--- config.mk ---
export PLATFORM = sky130hd
export DESIGN_NAME = tfn_norm
export DESIGN_NICKNAME = d
export VERILOG_FILES = /design/src/hdl/tfn_pkg.sv /design/src/hdl/tfn_norm.sv
export SDC_FILE = /design/constraint.sdc
export NUM_CORES = 1
export LEC_CHECK = 0
export ABC_AREA = 1
export BUFFER_PORTS_ARGS = -buffer_cell sky130_fd_sc_hd__buf_2
export CAP_MARGIN = 25
export CORE_ASPECT_RATIO = 1.5
export CORE_UTILIZATION = 30
export CTS_CLUSTER_DIAMETER = 120
export CTS_CLUSTER_SIZE = 16
export DETAILED_ROUTE_END_ITERATION = 8
export SLEW_MARGIN = 20
export SYNTH_ARGS = -nofsm -noshare
export SYNTH_HDL_FRONTEND = slang
export SYNTH_SLANG_ARGS = --single-unit
--- constraint.sdc ---
create_clock -name clk -period 2.55 [get_ports clk]
set_input_delay 0.1275 -clock clk [delete_from_list [all_inputs] [get_ports clk]]
set_output_delay 0.1275 -clock clk [all_outputs]
set_load 0.005 [all_outputs]
--- src/hdl/tfn_pkg.sv ---
`timescale 1ns / 1ps
// ----------------------------------------------------------------------------
// tfn_pkg
// shared constants, types and width helpers for the triangle face normal block
// ----------------------------------------------------------------------------
`default_nettype none

package tfn_pkg;

  localparam int COORD_WIDTH_DEF      = 20;
  localparam int NORMAL_FRAC_BITS_DEF = 14;
  localparam int OUT_WIDTH            = 16;
  // normalized magnitude window, msb of the largest lands at bit 29
  localparam int NORM_WIDTH           = 30;
  localparam int LEN_WIDTH            = 31;

  typedef struct packed {
    logic [2:0] neg;
    logic       zero;
  } side_t;

  // edge width after the optional magnitude pre-shift
  function automatic int edge_width(input int cw);
    return (cw + 1 > 31) ? 32 : cw + 1;
  endfunction

  function automatic int pre_shift(input int cw);
    return (cw > 30) ? cw - 30 : 0;
  endfunction

endpackage

`default_nettype wire

--- src/hdl/tfn_norm.sv ---
`timescale 1ns / 1ps
// ----------------------------------------------------------------------------
// tfn_norm
// common power-of-two scaling of the three magnitudes, one binary step a stage
// ----------------------------------------------------------------------------
`default_nettype none

module tfn_norm #(
  parameter int MW = 42
) (
  input  wire logic           clk,
  input  wire logic           rst,
  input  wire logic           en,
  input  wire logic           in_valid,
  input  wire logic [MW-1:0]  mag [3],
  input  wire logic [2:0]     neg,
  output logic                out_valid,
  output logic [tfn_pkg::NORM_WIDTH-1:0] m_out [3],
  output tfn_pkg::side_t      side
);

  localparam int NW = (MW > tfn_pkg::NORM_WIDTH) ? MW : tfn_pkg::NORM_WIDTH;
  localparam int NS = $clog2(NW);

  logic [NW-1:0]  st [NS][3];
  logic [NW-1:0]  st_next [NS][3];
  tfn_pkg::side_t sd [NS];
  tfn_pkg::side_t base_sd;
  logic [NS-1:0]  vld;

  assign base_sd.neg  = neg;
  assign base_sd.zero = ((mag[0] | mag[1] | mag[2]) == '0);

  always_comb begin
    int s;
    logic [NW-1:0] src [3];
    logic [NW-1:0] orv;
    for (int k = 0; k < NS; k++) begin
      s = 1 << (NS - 1 - k);
      for (int i = 0; i < 3; i++) begin
        src[i] = (k == 0) ? NW'(mag[i]) : st[(k == 0) ? 0 : k - 1][i];
      end
      orv = src[0] | src[1] | src[2];
      // shift left when the top s bits of the largest are all clear
      for (int i = 0; i < 3; i++) begin
        st_next[k][i] = ((orv >> (NW - s)) == '0) ? (src[i] << s) : src[i];
      end
    end
  end

  always_ff @(posedge clk) begin
    if (rst) begin
      vld <= '0;
    end else if (en) begin
      vld <= {vld[NS-2:0], in_valid};
    end
  end

  always_ff @(posedge clk) begin
    if (en) begin
      st    <= st_next;
      sd[0] <= base_sd;
      for (int k = 1; k < NS; k++) begin
        sd[k] <= sd[k-1];
      end
    end
  end

  always_comb begin
    for (int i = 0; i < 3; i++) begin
      m_out[i] = st[NS-1][i][NW-1 -: tfn_pkg::NORM_WIDTH];
    end
  end

  assign out_valid = vld[NS-1];
  assign side      = sd[NS-1];

endmodule

`default_nettype wire

==> metrics, run 1 <==
cell count after synthesis 2644; Root Buffer clkbuf_16; DRT Wirelength 71300 um; Worst EP arrival 2.91 ns; mapped cell area 29100 sq um; area of the multi-input gates 6000 sq um; fin cells 4093; type of element launching the critical path input port; fin. max-slew vios 0; Worst Clk Skew 0.0271 ns; hold path startpoint mag[17]; Setup CP Type input port to flip-flop; wl on met1 29600 um; H-tree depth 2; FMAX 0.408 GHz; status finished, final reports clean; largest net degree at the start of global routing 181; Critical Path End Type flip-flop; die area 98100 sq um; Worst Tran Pin Value 1.05 ns; initial core utilization 30.3%; synth unique cells 29; Antenna Nets Post-Route 0; Clock Sinks 675; TNS Setup 0 ns; highest routed layer met4; Overall Global Routing Usage 14.3%; maxcap violations 0; relative slew slack 29.7%; Area Growth Syn to Fin 15.0%; dpl hpwl 53100 um; Antenna Cells 0; Met3 Wirelength 3160 um; width of the die 256 um; share of cells above drive strength 1 12.0%; I/O Buffers 227; final worst-path cycle share 96.1%; Seq/Total Area, Yosys 69.6%; CP required 3.01 ns; Tot Pwr 22.1 mW; Clock transition at path regs 0.08 ns; syn_area_per_cell 11.0 sq um; Pre-antenna DRT Iters 6; DR vias 17.8k; Max Buffers Root-to-Sink 3; WL met2 35100 um; Min-Delay Path Class input port to flip-flop; Power per Cell Area 661 nW/um^2; mean routed wirelength per cell 17.4 um; dominant cell type by area after synthesis edfxtp_1; first-pass GRT wire length 106000 um; RSZ-0062 raised after global routing no; routed vias/inst 4.35; post-CTS setup buffers 0; Critical R2R Launch st[747]; register area 20200 sq um; initial antenna violation count 0; initial DRC count 1232; Final Hold Viols 0; crit path from mag[16]; FP Rows 139; Final setup viols 0; dpl cells 3898; TritonCTS clock tree yes; most common cell after layout, fill and taps aside edfxtp_1; path depth of the worst reg2reg path 8; vias in the first global route 17.4k; top-area cell type share of the netlist area 69.2%; worst skew pair latency 0.61 ns; # fillers 9460; Final Wtd Congestion 0.840; DRC 0; io pins 228; Die H 383 um; clock buffer count from CTS 48; Hold Crit Depth 2; Layout Nets 2944; minimum clock period 2.45 ns; Congestion Overflow GR 0; top cells by area, synth edfxtp_1 (69%), nand2_1 (6.9%), inv_1 (4.5%), nand3_1 (3.8%), o21ai_0 (2.9%); Core ar. 95800 sq um; Worst VDD drop 0.469 mV; most frequent cells in the layout edfxtp_1 (669), nand2_1 (536), inv_1 (351); worst-path fanout max 31; #FFs+latches synth 675; synthesis warning total 0; syn_nets 2777; Pleak 13.8 nW
-- routing by layer --
| layer | GRT usage, % | vias to the layer above |
|---|---|---|
| li1 | - | 8972 |
| met1 | 17.3 | 8166 |
| met2 | 25.2 | 535 |
| met3 | 1.78 | 120 |
| met4 | 6.83 | 0 |
| met5 | 0 | - |
-- where the power goes --
part | internal (mW) | total (mW) | switching [mW] | leakage (nW)
logic | 0.594 | 1.55 | 0.953 | 6.55
registers | 13.1 | 13.4 | 0.379 | 6.60
clock network | 3.48 | 7.10 | 3.62 | 0.633
-- state kept, by name (all words and copies together) (netlist names) --
| name | flops |
|---|---|
| m_out | 90 |
| st | 555 |
| vld | 6 |
| sd | 24 |
-- through the flow --
stage,util [%],setup slack [ns],area [sq um],hold slack (ns)
after floorplan,-,0.985,29100,0.197
after global placement,32.1,0.0163,30800,0.320
after detailed placement,32.1,0.0232,30800,0.324
after CTS,34.9,0.0970,33400,0.206
after global routing,34.9,0.0541,33400,0.214
final,34.9,0.100,33400,0.250
-- repair_timing --
item                                   in CTS  in global routing
gates resized for setup                     0                  0
endpoints found under the hold margin     148                  0
hold buffers                              132                  0
-- cells by family after synthesis --
logic type / synth area share [%]
buf+inv: 9.92
compound gates: 6.41
flops: 69.6
simple gates: 14.1
-- path summary, 6_finish.rpt --
check	to	slack, ns
worst max-delay path	st[664]	0.10
worst min-delay path	st[647]	0.25
worst max register to register	st[531]	0.43
worst min register to register	sd[4][3]	0.41
-- synthesized netlist by cell type, drive strengths merged --
cell    count
nand3     221
buf       175
or2         1
dfxtp       6
nor3        6
nor4        5
a21boi     48
nand4      21
nand2     537
edfxtp    669
o21bai      4
clkbuf    108
o21ai     191
nor2      196
a31o        4
a21oi      96
inv       355
and2        1
-- critical path, cell delays in order --
cell and delay (ns):
dlygate4sd3_1 0.53, buf_2 0.13, nor2_1 0.79, nand3_1 0.15, nor2_1 0.17, nand3_1 0.14
nor2_2 0.11, buf_4 0.34, nand3_1 0.22, nand2_1 0.16
-- final cells by class --
cell class              instances  share of cell area, %
clock buffers                  60                   3.79
flip-flops and latches        675                   60.5
clock inverters                 3                  0.101
well taps                    1269                   4.75
repair buffers                400                   8.91
multi-input cells            1331                   18.0
inverters                     355                   3.99
Note: power is estimated with default switching activity, not from simulation.
==> inputs of run 2 (changes only) <==
- CORE_MARGIN: not set -> 2
- PLACE_DENSITY: not set -> 0.53
==> run 2 against run 1 <==
  * Wire length shrank 0.99%
  * Worst setup slack improved by 0.011 ns
  * Largest power group unchanged
  * Cell count up 0.15%
  * Non-clock buffer count is 9 higher
  * Highest routed layer unchanged
  * Clock-buffer cell count is 1 lower
  * Maximum frequency rose by 0.45%
  * Largest cell class unchanged
==> metrics, run 2 (synthesis gave the netlist of run 1 again) <==
I/O Buffers 227; WP buf/inv 4; share of cells above drive strength 1 12.2%; Root Buffer clkbuf_16; TritonCTS clock tree yes; initial core utilization 30.3%; CP cell instances dlygate4sd3_1, buf_2, nor2_1, nand3_1, nor2_1, nand3_1, nor2_2, buf_12, nand3_1, nand2_1, dlygate4sd3_1; io pins 228; maxcap violations 0; mean routed wirelength per cell 17.2 um; H-tree depth 2; minimum clock period 2.44 ns; Top reg by flops st; register area 20200 sq um; DRT Wirelength 70600 um; Power per Cell Area 658 nW/um^2; worst skew pair latency 0.60 ns; Congestion Overflow GR 0; Min-Delay Path Class input port to flip-flop; max FFs per register 555; Final Wtd Congestion 0.836; FMAX 0.410 GHz; Worst VDD drop 0.406 mV; Layout Nets 2953; relative slew slack 45.7%; FP Rows 139; cell mode on critical path nand3_1; RSZ-0062 raised after global routing no; DR vias 17.6k; status finished, final reports clean; Antenna Nets Post-Route 0; DRC 0; worst-path fanout max 31; Final Hold Viols 0; fin. max-slew vios 0; Clock Sinks 675; Tot Pwr 22.1 mW; Pleak 13.8 nW; Core ar. 95800 sq um; initial DRC count 1214; largest net degree at the start of global routing 100; Pre-antenna DRT Iters 5; Worst Clk Skew 0.0276 ns; # fillers 9517; vias in the first global route 17.4k; Final Util 35.0%; most common cell after layout, fill and taps aside edfxtp_1; Setup CP Type input port to flip-flop; final worst-path cycle share 95.6%; area of the multi-input gates 6010 sq um; Die H 385 um; Critical Path End Type flip-flop; Top delay family on crit path buffers and inverters; worst hold slack 0.247 ns; CP required 3.02 ns; width of the die 258 um; Worst EP arrival 2.91 ns; routed vias/inst 4.28; die area 99400 sq um; TNS Setup 0 ns; first-pass GRT wire length 106000 um; critical path's slowest cell dlygate4sd3_1; dpl hpwl 53000 um; Max Buffers Root-to-Sink 3; most frequent cells in the layout edfxtp_1 (669), nand2_1 (536), inv_1 (351); Clock transition at path regs 0.08 ns; Overall Global Routing Usage 14.1%; largest stage delay on the critical path 0.55 ns; clock buffer count from CTS 48; Antenna Cells 0; Worst Tran Pin Value 0.815 ns; Area Growth Syn to Fin 15.4%; initial antenna violation count 1; Final setup viols 0; type of element launching the critical path input port; post-CTS setup buffers 0
-- run 2: cell count changes in the layout (fill, tap and decap cells not counted), sizes merged --
cell         previous run  this run
dlygate4sd3           132       136
inv                   357       355
clkbuf                 60        59
buf                   268       273
-- run 2: layout make-up --
class | count | share of cell area [%]
flip-flops and latches | 675 | 60.3
multi-input cells | 1331 | 17.9
repair buffers | 409 | 9.29
well taps | 1269 | 4.74
inverters | 355 | 3.97
clock buffers | 59 | 3.77
clock inverters | 1 | 0.0485
-- run 2: worst paths after layout --
kind                            depth (start not counted)       end      from  slack (ns)
worst max-delay path                                   11   st[666]   mag[16]        0.11
worst min-delay path                                    2   st[736]  mag[106]        0.25
worst max register to register                          5   st[370]   st[418]        0.53
worst min register to register                          0  sd[2][0]  sd[1][0]        0.40
-- run 2: what timing repair did --
item                                    in CTS  in global routing
endpoints found under the setup margin       0                  1
hold buffers                               136                  0
hold endpoints to repair                   156                  0
resized for setup                            0                  1
-- run 2: through the flow --
stage | instances | setup slack, ns | instance area, sq um
global placement | 3903 | 0.219 | 30900
floorplan | 2644 | 0.985 | 29100
detailed placement | 3903 | 0.261 | 30900
CTS | 4099 | 0.0211 | 33500
global route | 4099 | 0.0413 | 33500
finish | 4099 | 0.111 | 33500
-- run 2: per-layer routing --
layer	global-route usage, %	part of all wire [%]	wire, um	up-vias
met5	0	0	0	-
met4	4.80	3.2	2250	0
met3	1.93	4.2	2960	99
met2	25.1	50	35100	436
met1	17.6	43	30300	8013
li1	-	-	-	9015
-- run 2: power breakdown --
part	leakage, nW	internal [mW]	switching (mW)
Clock	0.623	3.46	3.61
Combinational	6.61	0.608	0.950
Sequential	6.60	13.1	0.368
Total	13.8	17.1	4.93
